File: src/rtl/scfr_pkg.sv
// Shared types and constants of the serial command frame receiver.
// Used by every module under rtl/; depends on nothing.
package scfr_pkg;

  // Widest read store is 16 words, 32 bytes: one byte position fits in 5 bits
  localparam int unsigned PosW = 5;
  // Depth of the queue between the front and back parts
  localparam int unsigned OpqDepth = 2;
  // Config port widths
  localparam int unsigned CfgIdxW = 3;
  localparam int unsigned CfgDataW = 16;

  typedef enum logic [1:0] {
    MODE_BYTE = 2'd0,
    MODE_TICK = 2'd1,
    MODE_MEAS = 2'd2,
    MODE_NOP  = 2'd3
  } mode_e;

  typedef enum logic [1:0] {
    ERR_NONE    = 2'd0,
    ERR_BAD_LEN = 2'd1,
    ERR_TIMEOUT = 2'd2
  } err_e;

  typedef enum logic [2:0] {
    REG_WRITE_START = 3'd0,
    REG_READ_START  = 3'd1,
    REG_CMD_START   = 3'd2,
    REG_TIMEOUT     = 3'd3,
    REG_MOTOR_VALUE = 3'd4,
    REG_MOTOR_ON    = 3'd5,
    REG_VIBRO_ON    = 3'd6
  } cfg_reg_e;

  typedef enum logic [1:0] {
    OP_STATUS = 2'd0,
    OP_STORE  = 2'd1,
    OP_REPLY  = 2'd2,
    OP_MEAS   = 2'd3
  } op_kind_e;

  typedef enum logic [1:0] {
    B_IDLE  = 2'd0,
    B_APPLY = 2'd1,
    B_REPLY = 2'd2
  } back_state_e;

  typedef struct packed {
    mode_e       mode;
    logic [7:0]  rx_byte;
    logic [1:0]  meas_index;
    logic [15:0] meas_value;
  } in_item_t;

  typedef struct packed {
    logic       tx_valid;
    logic [7:0] tx_byte;
    logic       tx_last;
    logic       motor_on;
    logic [7:0] motor_duty;
    logic       vibro_on;
    logic       frame_applied;
    err_e       frame_error;
  } out_item_t;

  typedef struct packed {
    logic [7:0]  write_start;
    logic [7:0]  read_start;
    logic [7:0]  cmd_start;
    logic [15:0] timeout_ticks;
    logic [2:0]  motor_value_word;
    logic [2:0]  motor_on_word;
    logic [2:0]  vibro_on_word;
  } cfg_t;

  // One classified item, handed from the front part to the back part
  typedef struct packed {
    op_kind_e        kind;
    logic [PosW-1:0] pos;
    logic [7:0]      data;
    logic            last;
    err_e            err;
    logic [1:0]      midx;
    logic [15:0]     mval;
  } op_t;

endpackage

File: src/rtl/scfr_front.sv
// Front part: frame parser and inter-byte timer; classifies each item into an op.
// Depends on scfr_pkg.
module scfr_front #(
  parameter int unsigned READ_WORDS = 8
) (
  input  logic              clk_i,
  input  logic              rst_ni,
  input  scfr_pkg::cfg_t    cfg_i,
  input  logic              take_i,
  input  scfr_pkg::in_item_t item_i,
  output scfr_pkg::op_t     op_o
);
  import scfr_pkg::*;

  localparam int unsigned CntW = $clog2(2 * READ_WORDS + 2);

  logic [CntW-1:0] bcnt_q, bcnt_d;
  logic [7:0]      cmd_q, cmd_d;
  logic            tmr_on_q, tmr_on_d;
  logic [15:0]     tmr_cnt_q, tmr_cnt_d;
  logic            arm, clr;
  logic [PosW-1:0] pos;

  assign pos = PosW'(bcnt_q - CntW'(2));

  // Classify the item and advance the parser
  always_comb begin
    bcnt_d    = bcnt_q;
    cmd_d     = cmd_q;
    tmr_on_d  = tmr_on_q;
    tmr_cnt_d = tmr_cnt_q;
    arm       = 1'b0;
    clr       = 1'b0;
    op_o      = '0;
    op_o.kind = OP_STATUS;
    op_o.err  = ERR_NONE;
    op_o.pos  = pos;
    op_o.data = item_i.rx_byte;
    op_o.last = (pos == PosW'(2 * READ_WORDS - 1));
    op_o.midx = item_i.meas_index;
    op_o.mval = item_i.meas_value;
    if (take_i) begin
      unique case (item_i.mode)
        MODE_BYTE: begin
          if (bcnt_q == '0) begin
            cmd_d  = item_i.rx_byte;
            bcnt_d = CntW'(1);
            arm    = 1'b1;
          end else if (cmd_q == cfg_i.write_start) begin
            if (bcnt_q == CntW'(1)) begin
              if (item_i.rx_byte != 8'(2 * READ_WORDS)) begin
                clr      = 1'b1;
                op_o.err = ERR_BAD_LEN;
              end else begin
                bcnt_d = CntW'(2);
                arm    = 1'b1;
              end
            end else begin
              // payload byte; the final one completes the frame
              op_o.kind = OP_STORE;
              if (op_o.last) begin
                clr = 1'b1;
              end else begin
                bcnt_d = bcnt_q + CntW'(1);
                arm    = 1'b1;
              end
            end
          end else if (cmd_q == cfg_i.read_start) begin
            op_o.kind = OP_REPLY;
            clr       = 1'b1;
          end else begin
            clr = 1'b1;
          end
        end
        MODE_TICK: begin
          if (tmr_on_q) begin
            if (tmr_cnt_q <= 16'd1) begin
              clr      = 1'b1;
              op_o.err = ERR_TIMEOUT;
            end else begin
              tmr_cnt_d = tmr_cnt_q - 16'd1;
            end
          end
        end
        MODE_MEAS: op_o.kind = OP_MEAS;
        default:   op_o.kind = OP_STATUS;
      endcase
    end
    if (arm) begin
      tmr_on_d  = 1'b1;
      tmr_cnt_d = cfg_i.timeout_ticks;
    end
    if (clr) begin
      bcnt_d    = '0;
      cmd_d     = '0;
      tmr_on_d  = 1'b0;
      tmr_cnt_d = '0;
    end
  end

  // Hold parser state
  always_ff @(posedge clk_i or negedge rst_ni) begin
    if (!rst_ni) begin
      bcnt_q    <= '0;
      cmd_q     <= '0;
      tmr_on_q  <= 1'b0;
      tmr_cnt_q <= '0;
    end else begin
      bcnt_q    <= bcnt_d;
      cmd_q     <= cmd_d;
      tmr_on_q  <= tmr_on_d;
      tmr_cnt_q <= tmr_cnt_d;
    end
  end

endmodule

File: src/rtl/scfr_opq.sv
// Short op queue between the front and back parts.
// Depends on scfr_pkg.
module scfr_opq (
  input  logic          clk_i,
  input  logic          rst_ni,
  input  logic          push_i,
  input  scfr_pkg::op_t op_i,
  output logic          full_o,
  input  logic          pop_i,
  output logic          empty_o,
  output scfr_pkg::op_t op_o
);
  import scfr_pkg::*;

  localparam int unsigned PtrW = (OpqDepth > 1) ? $clog2(OpqDepth) : 1;
  localparam int unsigned CntW = $clog2(OpqDepth + 1);

  op_t             mem_q [OpqDepth];
  logic [PtrW-1:0] wr_ptr_q, rd_ptr_q;
  logic [CntW-1:0] cnt_q;
  logic            do_push, do_pop;

  assign full_o  = (cnt_q == CntW'(OpqDepth));
  assign empty_o = (cnt_q == '0);
  assign op_o    = mem_q[rd_ptr_q];
  assign do_push = push_i && !full_o;
  assign do_pop  = pop_i && !empty_o;

  // Advance pointers and fill count
  always_ff @(posedge clk_i or negedge rst_ni) begin
    if (!rst_ni) begin
      wr_ptr_q <= '0;
      rd_ptr_q <= '0;
      cnt_q    <= '0;
    end else begin
      if (do_push) wr_ptr_q <= PtrW'(wr_ptr_q + 1'b1);
      if (do_pop)  rd_ptr_q <= PtrW'(rd_ptr_q + 1'b1);
      if (do_push && !do_pop) cnt_q <= cnt_q + CntW'(1);
      else if (do_pop && !do_push) cnt_q <= cnt_q - CntW'(1);
    end
  end

  // Store entries
  always_ff @(posedge clk_i) begin
    if (do_push) mem_q[wr_ptr_q] <= op_i;
  end

endmodule

File: src/rtl/scfr_back.sv
// Back part: read store, measurement store, frame apply, reply burst, result register.
// Depends on scfr_pkg.
module scfr_back #(
  parameter int unsigned READ_WORDS  = 8,
  parameter int unsigned WRITE_WORDS = 4
) (
  input  logic                clk_i,
  input  logic                rst_ni,
  input  scfr_pkg::cfg_t      cfg_i,
  input  logic                op_valid_i,
  input  scfr_pkg::op_t       op_i,
  output logic                op_take_o,
  input  logic                out_pop_i,
  output logic                out_valid_o,
  output scfr_pkg::out_item_t out_item_o
);
  import scfr_pkg::*;

  localparam int unsigned AW  = (READ_WORDS > 1) ? $clog2(READ_WORDS) : 1;
  localparam int unsigned MW  = (WRITE_WORDS > 1) ? $clog2(WRITE_WORDS) : 1;
  localparam int unsigned RcW = $clog2(2 * WRITE_WORDS + 2);
  localparam logic [4:0] RwL = 5'(READ_WORDS);
  localparam logic [4:0] WwL = 5'(WRITE_WORDS);

  // Read store as low and high byte halves
  logic [7:0]  mem_lo [READ_WORDS];
  logic [7:0]  mem_hi [READ_WORDS];
  logic [15:0] meas_q [WRITE_WORDS];

  back_state_e     state_q, state_d;
  logic [1:0]      step_q, step_d;
  logic [RcW-1:0]  rcnt_q, rcnt_d;
  logic            out_valid_q;
  out_item_t       out_q;
  logic            motor_on_q, vibro_q;
  logic [7:0]      duty_q;
  logic [7:0]      duty_tmp_q;
  logic            on_tmp_q;
  logic [7:0]      rd_lo_q, rd_hi_q;
  logic            rd_ok_q;

  logic            can_load, load;
  out_item_t       res;
  logic            rd_en, mem_we, meas_we, apply_done;
  logic [2:0]      rd_idx;
  logic [AW-1:0]   rd_addr, wr_addr;
  logic [15:0]     rd_word;
  logic [RcW-1:0]  mb;
  logic [MW-1:0]   widx;
  logic [15:0]     mword;

  assign can_load    = !out_valid_q || out_pop_i;
  assign out_valid_o = out_valid_q;
  assign out_item_o  = out_q;

  assign wr_addr = AW'(op_i.pos[PosW-1:1]);
  assign rd_word = rd_ok_q ? {rd_hi_q, rd_lo_q} : 16'd0;

  // Word index for the apply step
  always_comb begin
    case (step_q)
      2'd0:    rd_idx = cfg_i.motor_value_word;
      2'd1:    rd_idx = cfg_i.motor_on_word;
      default: rd_idx = cfg_i.vibro_on_word;
    endcase
  end
  assign rd_addr = AW'(rd_idx);

  // Reply byte select from the measurement words
  assign mb    = rcnt_q - RcW'(2);
  assign widx  = MW'(mb >> 1);
  assign mword = meas_q[widx];

  // Next state, memory strobes and result assembly
  always_comb begin
    state_d    = state_q;
    step_d     = step_q;
    rcnt_d     = rcnt_q;
    op_take_o  = 1'b0;
    load       = 1'b0;
    rd_en      = 1'b0;
    mem_we     = 1'b0;
    meas_we    = 1'b0;
    apply_done = 1'b0;
    res               = '0;
    res.frame_error   = ERR_NONE;
    res.motor_on      = motor_on_q;
    res.motor_duty    = duty_q;
    res.vibro_on      = vibro_q;
    unique case (state_q)
      B_IDLE: begin
        if (op_valid_i && can_load) begin
          op_take_o = 1'b1;
          case (op_i.kind)
            OP_STORE: begin
              mem_we = 1'b1;
              if (op_i.last) begin
                state_d = B_APPLY;
                step_d  = 2'd0;
              end else begin
                load        = 1'b1;
                res.tx_last = 1'b1;
              end
            end
            OP_REPLY: begin
              state_d = B_REPLY;
              rcnt_d  = '0;
            end
            OP_MEAS: begin
              meas_we     = ({3'b000, op_i.midx} < WwL);
              load        = 1'b1;
              res.tx_last = 1'b1;
            end
            default: begin
              load            = 1'b1;
              res.tx_last     = 1'b1;
              res.frame_error = op_i.err;
            end
          endcase
        end
      end
      B_APPLY: begin
        if (step_q != 2'd3) begin
          rd_en  = 1'b1;
          step_d = step_q + 2'd1;
        end else if (can_load) begin
          apply_done        = 1'b1;
          load              = 1'b1;
          res.tx_last       = 1'b1;
          res.frame_applied = 1'b1;
          res.motor_on      = on_tmp_q;
          res.motor_duty    = on_tmp_q ? duty_tmp_q : duty_q;
          res.vibro_on      = (rd_word != 16'd0);
          state_d           = B_IDLE;
        end
      end
      B_REPLY: begin
        if (can_load) begin
          load         = 1'b1;
          res.tx_valid = 1'b1;
          if (rcnt_q == '0)             res.tx_byte = cfg_i.write_start;
          else if (rcnt_q == RcW'(1))   res.tx_byte = 8'(2 * WRITE_WORDS);
          else if (mb[0])               res.tx_byte = mword[15:8];
          else                          res.tx_byte = mword[7:0];
          if (rcnt_q == RcW'(2 * WRITE_WORDS + 1)) begin
            res.tx_last = 1'b1;
            state_d     = B_IDLE;
          end else begin
            rcnt_d = rcnt_q + RcW'(1);
          end
        end
      end
      default: state_d = B_IDLE;
    endcase
  end

  // Hold control state, held outputs and measurement words
  always_ff @(posedge clk_i or negedge rst_ni) begin
    if (!rst_ni) begin
      state_q     <= B_IDLE;
      step_q      <= '0;
      rcnt_q      <= '0;
      out_valid_q <= 1'b0;
      motor_on_q  <= 1'b0;
      duty_q      <= '0;
      vibro_q     <= 1'b0;
      for (int i = 0; i < WRITE_WORDS; i++) meas_q[i] <= '0;
    end else begin
      state_q <= state_d;
      step_q  <= step_d;
      rcnt_q  <= rcnt_d;
      if (load)           out_valid_q <= 1'b1;
      else if (out_pop_i) out_valid_q <= 1'b0;
      if (apply_done) begin
        motor_on_q <= on_tmp_q;
        if (on_tmp_q) duty_q <= duty_tmp_q;
        vibro_q <= (rd_word != 16'd0);
      end
      if (meas_we) meas_q[MW'(op_i.midx)] <= op_i.mval;
    end
  end

  // Latch the result and the apply intermediates
  always_ff @(posedge clk_i) begin
    if (load) out_q <= res;
    if (rd_en && step_q == 2'd1) duty_tmp_q <= rd_word[7:0];
    if (rd_en && step_q == 2'd2) on_tmp_q <= (rd_word != 16'd0);
  end

  // Read store: one write port, one registered read port
  always_ff @(posedge clk_i) begin
    if (mem_we) begin
      if (op_i.pos[0]) mem_hi[wr_addr] <= op_i.data;
      else             mem_lo[wr_addr] <= op_i.data;
    end
    if (rd_en) begin
      rd_lo_q <= mem_lo[rd_addr];
      rd_hi_q <= mem_hi[rd_addr];
      rd_ok_q <= ({2'b00, rd_idx} < RwL);
    end
  end

endmodule

File: src/rtl/serial_command_frame_receiver.sv
// Top level of the serial command frame receiver: config registers, front, queue, back.
// Depends on scfr_pkg, scfr_front, scfr_opq and scfr_back.
//
//   channel   handshake                 payload
//   input     push / full               in_item_i  (mode, rx_byte, meas_index, meas_value)
//   result    empty / pop               out_item_o (tx and status fields)
//   config    cfg_valid_i / cfg_ready_o cfg_index_i, cfg_data_i
//
// In the back part, an item that completes a write frame goes through three registered
// reads of the read store through its single port before its result is loaded. After
// taking the op, a read reply sends 2*WRITE_WORDS+2 bytes out of the result register, one
// byte per cycle while the result register is popped. The front accepts items into a
// two-entry op queue while the back part works or the result waits; reset clears the parser,
// result valid flag, motor, duty and vibrator outputs and measurement words at once.
module serial_command_frame_receiver #(
  parameter int unsigned READ_WORDS  = 8,
  parameter int unsigned WRITE_WORDS = 4
) (
  input  logic                            clk_i,
  input  logic                            rst_ni,
  input  logic                            push,
  output logic                            full,
  input  scfr_pkg::in_item_t              in_item_i,
  output logic                            empty,
  input  logic                            pop,
  output scfr_pkg::out_item_t             out_item_o,
  input  logic                            cfg_valid_i,
  output logic                            cfg_ready_o,
  input  logic [scfr_pkg::CfgIdxW-1:0]    cfg_index_i,
  input  logic [scfr_pkg::CfgDataW-1:0]   cfg_data_i
);
  import scfr_pkg::*;

  cfg_t cfg_q;
  op_t  front_op, queue_op;
  logic take, q_full, q_empty, op_take, out_valid;

  assign cfg_ready_o = 1'b1;
  assign full        = q_full;
  assign take        = push && !q_full;
  assign empty       = !out_valid;

  // Write configuration registers
  always_ff @(posedge clk_i or negedge rst_ni) begin
    if (!rst_ni) begin
      cfg_q.write_start      <= 8'd1;
      cfg_q.read_start       <= 8'd2;
      cfg_q.cmd_start        <= 8'd3;
      cfg_q.timeout_ticks    <= 16'd200;
      cfg_q.motor_value_word <= 3'd0;
      cfg_q.motor_on_word    <= 3'd1;
      cfg_q.vibro_on_word    <= 3'd2;
    end else if (cfg_valid_i && cfg_ready_o) begin
      unique case (cfg_index_i)
        REG_WRITE_START: cfg_q.write_start      <= cfg_data_i[7:0];
        REG_READ_START:  cfg_q.read_start       <= cfg_data_i[7:0];
        REG_CMD_START:   cfg_q.cmd_start        <= cfg_data_i[7:0];
        REG_TIMEOUT:     cfg_q.timeout_ticks    <= cfg_data_i;
        REG_MOTOR_VALUE: cfg_q.motor_value_word <= cfg_data_i[2:0];
        REG_MOTOR_ON:    cfg_q.motor_on_word    <= cfg_data_i[2:0];
        REG_VIBRO_ON:    cfg_q.vibro_on_word    <= cfg_data_i[2:0];
        default:         cfg_q <= cfg_q;
      endcase
    end
  end

  scfr_front #(
    .READ_WORDS (READ_WORDS)
  ) u_front (
    .clk_i  (clk_i),
    .rst_ni (rst_ni),
    .cfg_i  (cfg_q),
    .take_i (take),
    .item_i (in_item_i),
    .op_o   (front_op)
  );

  scfr_opq u_opq (
    .clk_i   (clk_i),
    .rst_ni  (rst_ni),
    .push_i  (take),
    .op_i    (front_op),
    .full_o  (q_full),
    .pop_i   (op_take),
    .empty_o (q_empty),
    .op_o    (queue_op)
  );

  scfr_back #(
    .READ_WORDS  (READ_WORDS),
    .WRITE_WORDS (WRITE_WORDS)
  ) u_back (
    .clk_i       (clk_i),
    .rst_ni      (rst_ni),
    .cfg_i       (cfg_q),
    .op_valid_i  (!q_empty),
    .op_i        (queue_op),
    .op_take_o   (op_take),
    .out_pop_i   (pop),
    .out_valid_o (out_valid),
    .out_item_o  (out_item_o)
  );

endmodule

File: config.mk
export PLATFORM = sky130hd
export DESIGN_NAME = serial_command_frame_receiver
export DESIGN_NICKNAME = d
export VERILOG_FILES = /design/src/rtl/scfr_pkg.sv /design/src/rtl/scfr_front.sv /design/src/rtl/scfr_opq.sv /design/src/rtl/scfr_back.sv /design/src/rtl/serial_command_frame_receiver.sv
export SDC_FILE = /design/constraint.sdc
export NUM_CORES = 1
export LEC_CHECK = 0
export BUFFER_PORTS_ARGS = -buffer_cell sky130_fd_sc_hd__buf_4
export CORE_MARGIN = 10
export CORE_UTILIZATION = 52
export DETAILED_ROUTE_END_ITERATION = 8
export PLACE_DENSITY = 0.69
export SYNTH_ARGS = -nofsm -noshare
export SYNTH_HDL_FRONTEND = slang
export SYNTH_SLANG_ARGS = --single-unit
File: constraint.sdc
create_clock -name clk_i -period 5.4 [get_ports clk_i]
set_input_delay 0.54 -clock clk_i [delete_from_list [all_inputs] [get_ports clk_i]]
set_output_delay 0.54 -clock clk_i [all_outputs]
set_load 0.03 [all_outputs]
Word level (Yosys, flattened, before mapping):

Memory sizes are Yosys's and may differ from the RTL's. A register that Yosys moved wholly into a read port is not among the register bits.
Index checks and enable logic that the tools add are counted.

* bitwise gates (word level): 5
* reductions and logical operators: 50
* eq/ne operators: 38
* muxes and demuxes: 114
* magnitude comparators: 4
* add/subtract/negate cells: 10

Operators by type and width (count)
* $mux W16: 9
* $bwmux W64: 1
* $mux W8: 8
* $mux W1: 45
* $mux W2: 22
* $mux W5: 8
* $bmux W16 S2: 1
* $demux W16 S2: 1
* $mux W12: 2
* $eq A8 B8 Y1: 2
* $le A16 B1 Y1 const B: 1
* $mux W4: 4
* $pmux W2 S2: 4
* $reduce_bool A16 Y1: 1
* $reduce_bool A2 Y1: 8
* $sub A16 B1 Y16 const B: 1
* $reduce_and A5 Y1: 3
* $reduce_and A2 Y1: 7
* $eq A2 B2 Y1 const B: 6
* $ne A2 B2 Y1 const B: 6
* $reduce_bool A3 Y1: 4
* $mux W11: 1
* $mux W10: 1
* $ne A2 B1 Y1 const B: 5
* 41 further kinds: 70

* memories kept: 3
* word-level logic and storage cells: 258
* bits in writable memories: 200
* output and inout bits: 26
* bits in registers: 190

Memory list
* u_opq.mem_q: words 2, width 36, read ports 1, clocked after memory_dff 0, wr ports 1, line scfr_opq.sv:18 `op_t mem_q [OpqDepth];`
* u_back.mem_hi: words 8, width 8, read ports 1, clocked after memory_dff 1, wr ports 1, line scfr_back.sv:27 `logic [7:0] mem_hi [READ_WORDS];`
* u_back.mem_lo: words 8, width 8, read ports 1, clocked after memory_dff 1, wr ports 1, line scfr_back.sv:26 `logic [7:0] mem_lo [READ_WORDS];`

Depth between registers and ports, before layout:

Gate-level depths: netlist of the first run.

* depth after elaboration: 10
* depth in mapped cells: 12
* gate-level depth less buffers: 9

Modules after synthesis:

From an unflattened synthesis of the first run, not the netlist that was laid out.

* cells, all modules: 1208
* area total of the unflattened synthesis: 18323.8 µm²

By module, submodules not included
* scfr_back: instances 1, area each 10974.3 µm², cells each 682
* scfr_opq: instances 1, area each 2944.1 µm², cells each 131
* scfr_front: instances 1, area each 2479.9 µm², cells each 282
* serial_command_frame_receiver: instances 1, area each 1925.6 µm², cells each 113

Worst setup path before layout of the first run:

Ideal clock, no wire load.

* path kind: flip-flop to flip-flop
* from: register u_opq.rd_ptr_q
* to: register u_back.out_q, in the netlist u_back.out_item_o[0] (enable)
* slack: 2.172 ns
* stages on the path, launching flop included: 11
* arrival: 2.809 ns
* buffers on the path: 3
* setup time: 0.419 ns
* data required time: 4.981 ns
* cell sequence: dfrtp_1 -> clkbuf_1 -> clkbuf_1 -> buf_1 -> mux2i_1 -> inv_1 -> ha_1 -> nand2_1 -> o21ai_0 -> a21oi_1 -> nand2_1

* cells in the longest elaborated chain, start to end: 5

Ends and longest elaborated chain
* start, declared: line scfr_opq.sv:19 `logic [PtrW-1:0] wr_ptr_q, rd_ptr_q;`
* start signal, assigned: line scfr_opq.sv:37 `if (do_pop) rd_ptr_q <= PtrW'(rd_ptr_q + 1'b1);`
* $mem_v2 Z2 W36 (*)
* $eq A2 B2 Y1, or another cell as far along: line scfr_back.sv:94 `case (op_i.kind)`
* $pmux W1 S2 (*): line scfr_back.sv:94
* $mux W1 (*): line scfr_back.sv:92 `if (op_valid_i && can_load) begin`
* $pmux W1 S3 (*): line scfr_back.sv:90 `unique case (state_q)`
* net u_back.load: line scfr_back.sv:42 `logic can_load, load;`
* end signal, assigned: line scfr_back.sv:185 `if (load) out_q <= res;`
* end, declared: line scfr_back.sv:34 `out_item_t out_q;`

Mark *: on every way through the listed nets, which the timed path passes. The rest lies on a longest branch.
A chain may end at the register's enable or synchronous reset.

Worst setup path in the final report of the first run:

* from: register u_back.step_q[0]
* to: register u_back.rd_lo_q[4] (read register of u_back.mem_lo) (data pin)

* cells in the longest elaborated chain, start to end: 3

Ends and longest elaborated chain
* start, declared: line scfr_back.sv:31 `logic [1:0] step_q, step_d;`
* start signal, assigned: line scfr_back.sv:170 `step_q <= step_d;`
* $ne A2 B2 Y1: line scfr_back.sv:123 `if (step_q != 2'd3) begin`
* $mux W1: line scfr_back.sv:123
* $mux W1: line scfr_back.sv:90
* end, declared: line scfr_back.sv:39 `logic [7:0] rd_lo_q, rd_hi_q;`

Parallel ways exist; a longest one is shown, timed or not.

==> impl_metrics.py, run 1 <==
metrics = {
    "outcome": {
        "status": "completed",
    },
    "clock_tree": {
        "cts_tree": "yes",
        "cts-hold-fix-buffers": 0,
        "cts_buffers": 42,
        "h-tree-depth": 2,
        "clkSlewWorstSetupHoldPaths_ps": 60,
        "postCtsSetupBuffers": 0,
        "insertion_delay_ps": 530,
        "cts_resized": 0,
        "clock_sinks": 404,
        "cts_root_buf": "clkbuf_16",
        "clockBufferDepth": 3,
    },
    "placement": {
        "gp_congestion": 0.877,
        "port_buffers": 76,
        "placedCellCount": 1797,
        "hpwl_um": 24400,
    },
    "routing": {
        "ant_nets": 0,
        "vias_per_cell": 5.66,
        "initialDrtViolationCount": 750,
        "drt-total-wl_um": 37300,
        "drt-wirelength-per-cell_um": 19.9,
        "dr_total_vias": 10604,
        "drt-pass1-iter-count": 5,
        "drc": 0,
    },
    "worst_setup_path": {
        "cp-end-kind": "register",
        "crit_arrival_ps": 3470,
        "path_buf_inv": 2,
        "cpMaxStageDelayCell": "a21oi_4",
        "crit_cells": 9,
        "critical-path-top-delay-family": "compound AO/OA/AOI/OAI gates",
        "crit_chain": "inv_1 > ha_1 > a22o_1 > a21oi_4 > buf_4 > nand2_1 > and3_1 > a311oi_1 > a31o_2",
        "r2r_cells": 9,
        "required_ps": 5810,
        "critical_path_class": "register to register",
        "critPathMaxFanout": 42,
        "worstSetupStartpointType": "register",
        "max_stage_delay_ps": 840,
    },
    "sta": {
        "fin_tns_setup_ps": 0,
        "rsz0062_at_grt": "false",
        "maxSlewViolCount": 0,
        "maxSlewHeadroom": 0.220,
        "finalHoldViolCount": 0,
        "min_period_over_period": 0.566,
        "skew_ps": 18.1,
        "period_needed_ps": 3060,
        "max_freq_ghz": 0.327,
        "worst_slew_pin_slew_ps": 1170,
        "setup_viol": 0,
    },
    "global_route": {
        "overflow": 0,
        "antenna_found_initial": 0,
        "grt_max_degree": 108,
        "grt_pass1_vias": 10443,
        "grt.total_usage": 0.181,
        "grt_pass1_wl_um": 59100,
    },
    "logic_synthesis": {
        "avgSynthCellArea_um2": 12.9,
        "yosys_register_bits": 404,
        "seq_area_frac_synth": 0.663,
        "synthArstFlopShare": 0.391,
        "synth_edf_count": 246,
        "yosysWarningCount": 0,
        "syn_nets": 1400,
        "syn_inst": 1329,
        "synth.distinct_cells": 69,
        "syn_area_um2": 17100,
        "ys_dominant_reg_cell": "edfxtp_1",
    },
    "final_layout": {
        "final_cell_mix": "edfxtp_1, nand2_1, dfrtp_1",
        "fin_cells": 1874,
        "n_antenna_cell": 0,
        "seqCellArea_um2": 11400,
        "final_common_cell": "edfxtp_1",
        "drive_gt1_frac": 0.202,
        "multiInputGateArea_um2": 5420,
        "fillers": 2611,
        "area_delta_synth_final_pct": 13.9,
        "nets": 1470,
    },
    "floorplanning": {
        "pin_count": 78,
        "rows": 66,
        "start_util": 0.526,
        "die_w_um": 201,
        "die_area_um2": 40600,
        "core_um2": 32500,
        "die_h_um": 201,
    },
    "pwr": {
        "p_leak_nw": 7.69,
        "power_density_nw_per_um2": 577,
        "vdd_drop_max_mv": 0.363,
        "power_mw": 11.3,
    },
    "run": {
        "maxCapViolations": 0,
    },
    "worst_hold_path": {
        "min_path_type": "input port to async pin",
    },
}
==> stage by stage <==
stage           util  area, µm²  hold slack [ps]  setup WS [ps]
6_report       0.600      19500              153           2340
3_3_place_gp   0.556      18100              450           2490
4_1_cts        0.600      19500              173           2350
5_1_grt        0.600      19500              174           2090
3_5_place_dp   0.556      18100              450           2370
2_1_floorplan      -      17100              244           2170
==> sequential cells by signal, indices dropped and copies added (netlist names), 16 cells and up <==
name	flops
cfg_q	41
u_back.meas_q	64
u_opq.mem_q	70
u_back.mem_lo	64
u_front.tmr_cnt_q	16
u_back.out_item_o	23
u_back.mem_hi	64
==> worst reg2reg max path, cell delays in order, from the launching register on <==
cell and delay [ps]:
dfrtp_1 420, inv_1 80, ha_1 240, a22o_1 260, a21oi_4 840, buf_4 430
nand2_1 90, and3_1 180, a311oi_1 240, a31o_2 150
==> where the power goes <==
part           internal (mW)  switching [mW]  leakage, nW
sequential              4.28           0.447         4.21
clock                   1.77            1.16        0.697
combinational           1.35            2.26         2.78
==> cells by family after synthesis <==
kind of cell,share of synthesized area
simple gates,0.123
flops,0.663
compound gates,0.0782
mux,0.0880
buf+inv,0.0229
xor+xnor,0.0112
fa+ha+maj,0.0139
other cells,0.000219
==> cell usage after synthesis (3+ instances only) <==
cell      count  area share
a211oi_1      3      0.0013
a21oi_1      90       0.026
a22o_1       11      0.0056
a22oi_1       3      0.0013
a311oi_1     16      0.0082
a31o_2       16      0.0082
a32oi_1       4      0.0020
and2_1        4      0.0015
and3_1       19      0.0069
buf_1         3     0.00066
buf_2         9      0.0026
buf_4         3      0.0013
clkbuf_1     44      0.0096
dfrtp_1     151        0.22
dfstp_2       7       0.011
edfxtp_1    246        0.43
ha_1         19       0.014
inv_1        28      0.0061
mux2_2       68       0.045
mux2i_1      38       0.022
mux4_2       16       0.021
nand2_1     189       0.041
nand2b_1      5      0.0018
nand3_1      41       0.012
nand4_1       5      0.0018
nand4b_1      3      0.0015
nor2_1      129       0.028
nor2b_1       7      0.0026
nor3_1       21      0.0061
nor3b_1       3      0.0013
nor4_1       14      0.0051
o21ai_0      34      0.0099
o21ai_2       8      0.0041
or3_1         3      0.0011
or4_1         3      0.0013
xnor2_1      10      0.0051
xor2_1       12      0.0061
==> per-layer routing <==
| metal | share of wire | wire, µm | track usage | vias up |
|---|---|---|---|---|
| met4 | 0.024 | 896 | 0.0545 | 0 |
| met2 | 0.51 | 18900 | 0.307 | 261 |
| met1 | 0.42 | 15800 | 0.237 | 5287 |
| li1 | - | - | - | 4996 |
| met5 | 0 | 0 | 0 | - |
| met3 | 0.045 | 1700 | 0.0255 | 60 |
==> area by class of cell <==
type,count,share of cell area
tap,442,0.0283
timing repair buffer,88,0.0340
multi-input combinational,833,0.278
clock buffer,54,0.0598
clock inverter,23,0.0126
inverter,30,0.00577
sequential,404,0.582
==> final timing paths <==
path / start / to / slack, ps
setup reg to reg: u_back.step_q[0] / u_back.rd_lo_q[4] / 2340
setup / recovery: u_back.step_q[0] / u_back.rd_lo_q[4] / 2340
min in group clk_i: in_item_i[0] / u_opq.mem_q[1][0] / 190
max in group asynchronous: rst_ni / cfg_q[0] / 3990
hold / removal: rst_ni / u_back.meas_q[22] / 150
hold reg to reg: u_back.rd_lo_q[6] / u_back.duty_tmp_q[6] / 470
Power figures use the tool's default switching activity.
==> run 2: changes to the inputs <==
--- a/config.mk
+++ b/config.mk
@@ -9,7 +9,7 @@
 export CORE_MARGIN = 10
 export CORE_UTILIZATION = 52
 export DETAILED_ROUTE_END_ITERATION = 8
-export PLACE_DENSITY = 0.69
+export PLACE_DENSITY = 0.72
 export SYNTH_ARGS = -nofsm -noshare
 export SYNTH_HDL_FRONTEND = slang
 export SYNTH_SLANG_ARGS = --single-unit
==> constraint.sdc (replaced) <==
create_clock -name clk_i -period 2.8 [get_ports clk_i]
set_input_delay 0.28 -clock clk_i [delete_from_list [all_inputs] [get_ports clk_i]]
set_output_delay 0.28 -clock clk_i [all_outputs]
set_load 0.03 [all_outputs]
==> run 2 against run 1 <==
  * Hold slack worse by 130 ps
  * Register-to-register slack worse by 2200 ps
  * Critical path depth stayed put
  * Cell area is 4.3% higher
  * Clock skew is 2.5 ps lower
  * Maximum frequency is 16% higher
  * Sequential power is 92% higher
  * First-iteration DRC count is 14% higher
  * Critical endpoint is now u_front.tmr_cnt_q[8]
==> impl_metrics.py, run 2 (synthesis results as in run 1) <==
metrics = {
    "outcome": {
        "status": "completed",
    },
    "worst_setup_path": {
        "critical_path_class": "register to register",
        "critPathMaxFanout": 15,
        "r2r_cells": 9,
        "required_ps": 3220,
        "r2r-start": "u_front.bcnt_q[1]",
        "worstSetupStartpointType": "register",
        "r2r_end": "u_front.tmr_cnt_q[8]",
        "r2r_slack_ps": 180,
        "cp-end-kind": "register",
        "crit_arrival_ps": 3040,
    },
    "worst_hold_path": {
        "min_path_type": "input port to register",
        "holdCritStartpoint": "cfg_data_i[7]",
        "whs_endpoint": "cfg_q[16]",
        "holdPathStages": 2,
    },
    "pwr": {
        "p_comb_frac": 0.331,
        "p_clk_frac": 0.262,
        "p_leak_nw": 8.12,
        "power_density_nw_per_um2": 1100,
        "power_mw": 22.3,
        "vdd_drop_max_mv": 0.705,
        "p_sw_mw": 7.64,
        "swShare": 0.342,
        "intPower_mw": 14.7,
        "pwr-share-seq": 0.407,
    },
    "floorplanning": {
        "rows": 66,
        "die_area_um2": 40600,
        "pin_count": 78,
        "start_util": 0.526,
        "die_w_um": 201,
        "die_h_um": 201,
        "core_um2": 32500,
    },
    "routing": {
        "drt-total-wl_um": 38100,
        "initialDrtViolationCount": 852,
        "drt-wirelength-per-cell_um": 19.4,
        "dr_total_vias": 10992,
        "ant_nets": 0,
        "vias_per_cell": 5.61,
        "drt-pass1-iter-count": 5,
        "drc": 0,
    },
    "sta": {
        "rsz0062_at_grt": "false",
        "fin_tns_setup_ps": 0,
        "setup_ws_ps": 176,
        "holdWs_ps": 20.4,
        "setup_viol": 0,
        "skew_ps": 15.6,
        "maxSlewViolCount": 0,
        "min_period_over_period": 0.937,
        "worst_slew_pin_slew_ps": 878,
        "max_freq_ghz": 0.381,
        "period_needed_ps": 2620,
        "maxSlewHeadroom": 0.413,
        "finalHoldViolCount": 0,
    },
    "global_route": {
        "grt.total_usage": 0.182,
        "grt_pass1_wl_um": 59900,
        "antenna_found_initial": 0,
        "grt_max_degree": 70,
        "grt_pass1_vias": 11084,
        "overflow": 0,
    },
    "placement": {
        "hpwl_um": 25300,
        "dp_slack_ps": 133,
        "place_area_um2": 18500,
        "port_buffers": 76,
        "gp_congestion": 0.904,
    },
    "final_layout": {
        "nets": 1554,
        "largest_register_ffs": 70,
        "n_antenna_cell": 0,
        "drive_gt1_frac": 0.224,
        "area_delta_synth_final_pct": 18.8,
        "final_cell_mix": "edfxtp_1, nand2_1, dfrtp_1",
        "final_common_cell": "edfxtp_1",
        "regMostFlops": "u_opq.mem_q",
        "fin_area_um2": 20300,
    },
    "clock_tree": {
        "cts_root_buf": "clkbuf_16",
        "cts_tree": "yes",
        "clockBufferDepth": 3,
        "insertion_delay_ps": 540,
        "h-tree-depth": 2,
        "clock_sinks": 404,
        "postCtsSetupBuffers": 0,
        "cts_buffers": 43,
        "clkSlewWorstSetupHoldPaths_ps": 60,
    },
    "run": {
        "maxCapViolations": 0,
    },
}
==> run 2: critical path: stages, from the launching register on <==
cell	delay, ps
dfrtp_1	440
inv_1	170
ha_1	190
or4b_2	660
a21oi_2	190
o31a_1	210
or3_1	170
buf_12	170
mux2i_1	240
o21ai_2	70
==> run 2: layout make-up <==
| class | count | area (µm²) |
|---|---|---|
| Clock buffer | 64 | 1290 |
| Tap cell | 442 | 553 |
| Multi-Input combinational cell | 834 | 5430 |
| Sequential cell | 404 | 11400 |
| Inverter | 30 | 113 |
| Timing Repair Buffer | 170 | 1410 |
| Fill cell | 2536 | 12200 |
| Clock inverter | 16 | 199 |
==> run 2: worst max path at each step <==
stage | start | endpoint | slack, ps | depth (start not counted)
floorplan | u_opq.rd_ptr_q | u_back.out_item_o[0] | 80 | 10
global placement | u_back.step_q[0] | u_back.rd_lo_q[3] | 220 | 8
detailed placement | u_back.step_q[0] | u_back.rd_lo_q[1] | 130 | 8
CTS | u_back.step_q[0] | u_back.rd_lo_q[0] | 80 | 8
global route | u_front.bcnt_q[1] | u_front.tmr_cnt_q[15] | 20 | 9
finish | u_front.bcnt_q[1] | u_front.tmr_cnt_q[8] | 180 | 9
==> run 2: stage by stage <==
stage           util  instances
2_1_floorplan      -       1329
3_3_place_gp   0.568       1842
3_5_place_dp   0.568       1842
4_1_cts        0.625       1959
5_1_grt        0.625       1960
6_report       0.625       1960
==> run 2: per-layer routing <==
layer  global-route usage  up-vias  routed length (µm)
li1                     -     5163                   -
met1                0.229     5457               15900
met2                0.318      311               19400
met3               0.0257       61                1790
met4               0.0607        0                1040
met5                    0        -                   0
==> run 2: power by group through the flow <==
stage | Sequential [mW] | Combinational [mW] | Clock (mW)
after floorplan | 9.22 | 4.79 | 0
after global placement | 9.09 | 7.08 | 0
after detailed placement | 9.17 | 7.28 | 0
after CTS | 9.07 | 7.39 | 5.95
after global routing | 9.22 | 8.14 | 6.18
final | 9.08 | 7.40 | 5.84
==> run 2: timing repair <==
action / CTS / global route
hold endpoints to repair: 130 / 0
gates resized for setup: 0 / 2
setup endpoints to repair: 0 / 17
hold buffers: 37 / 0
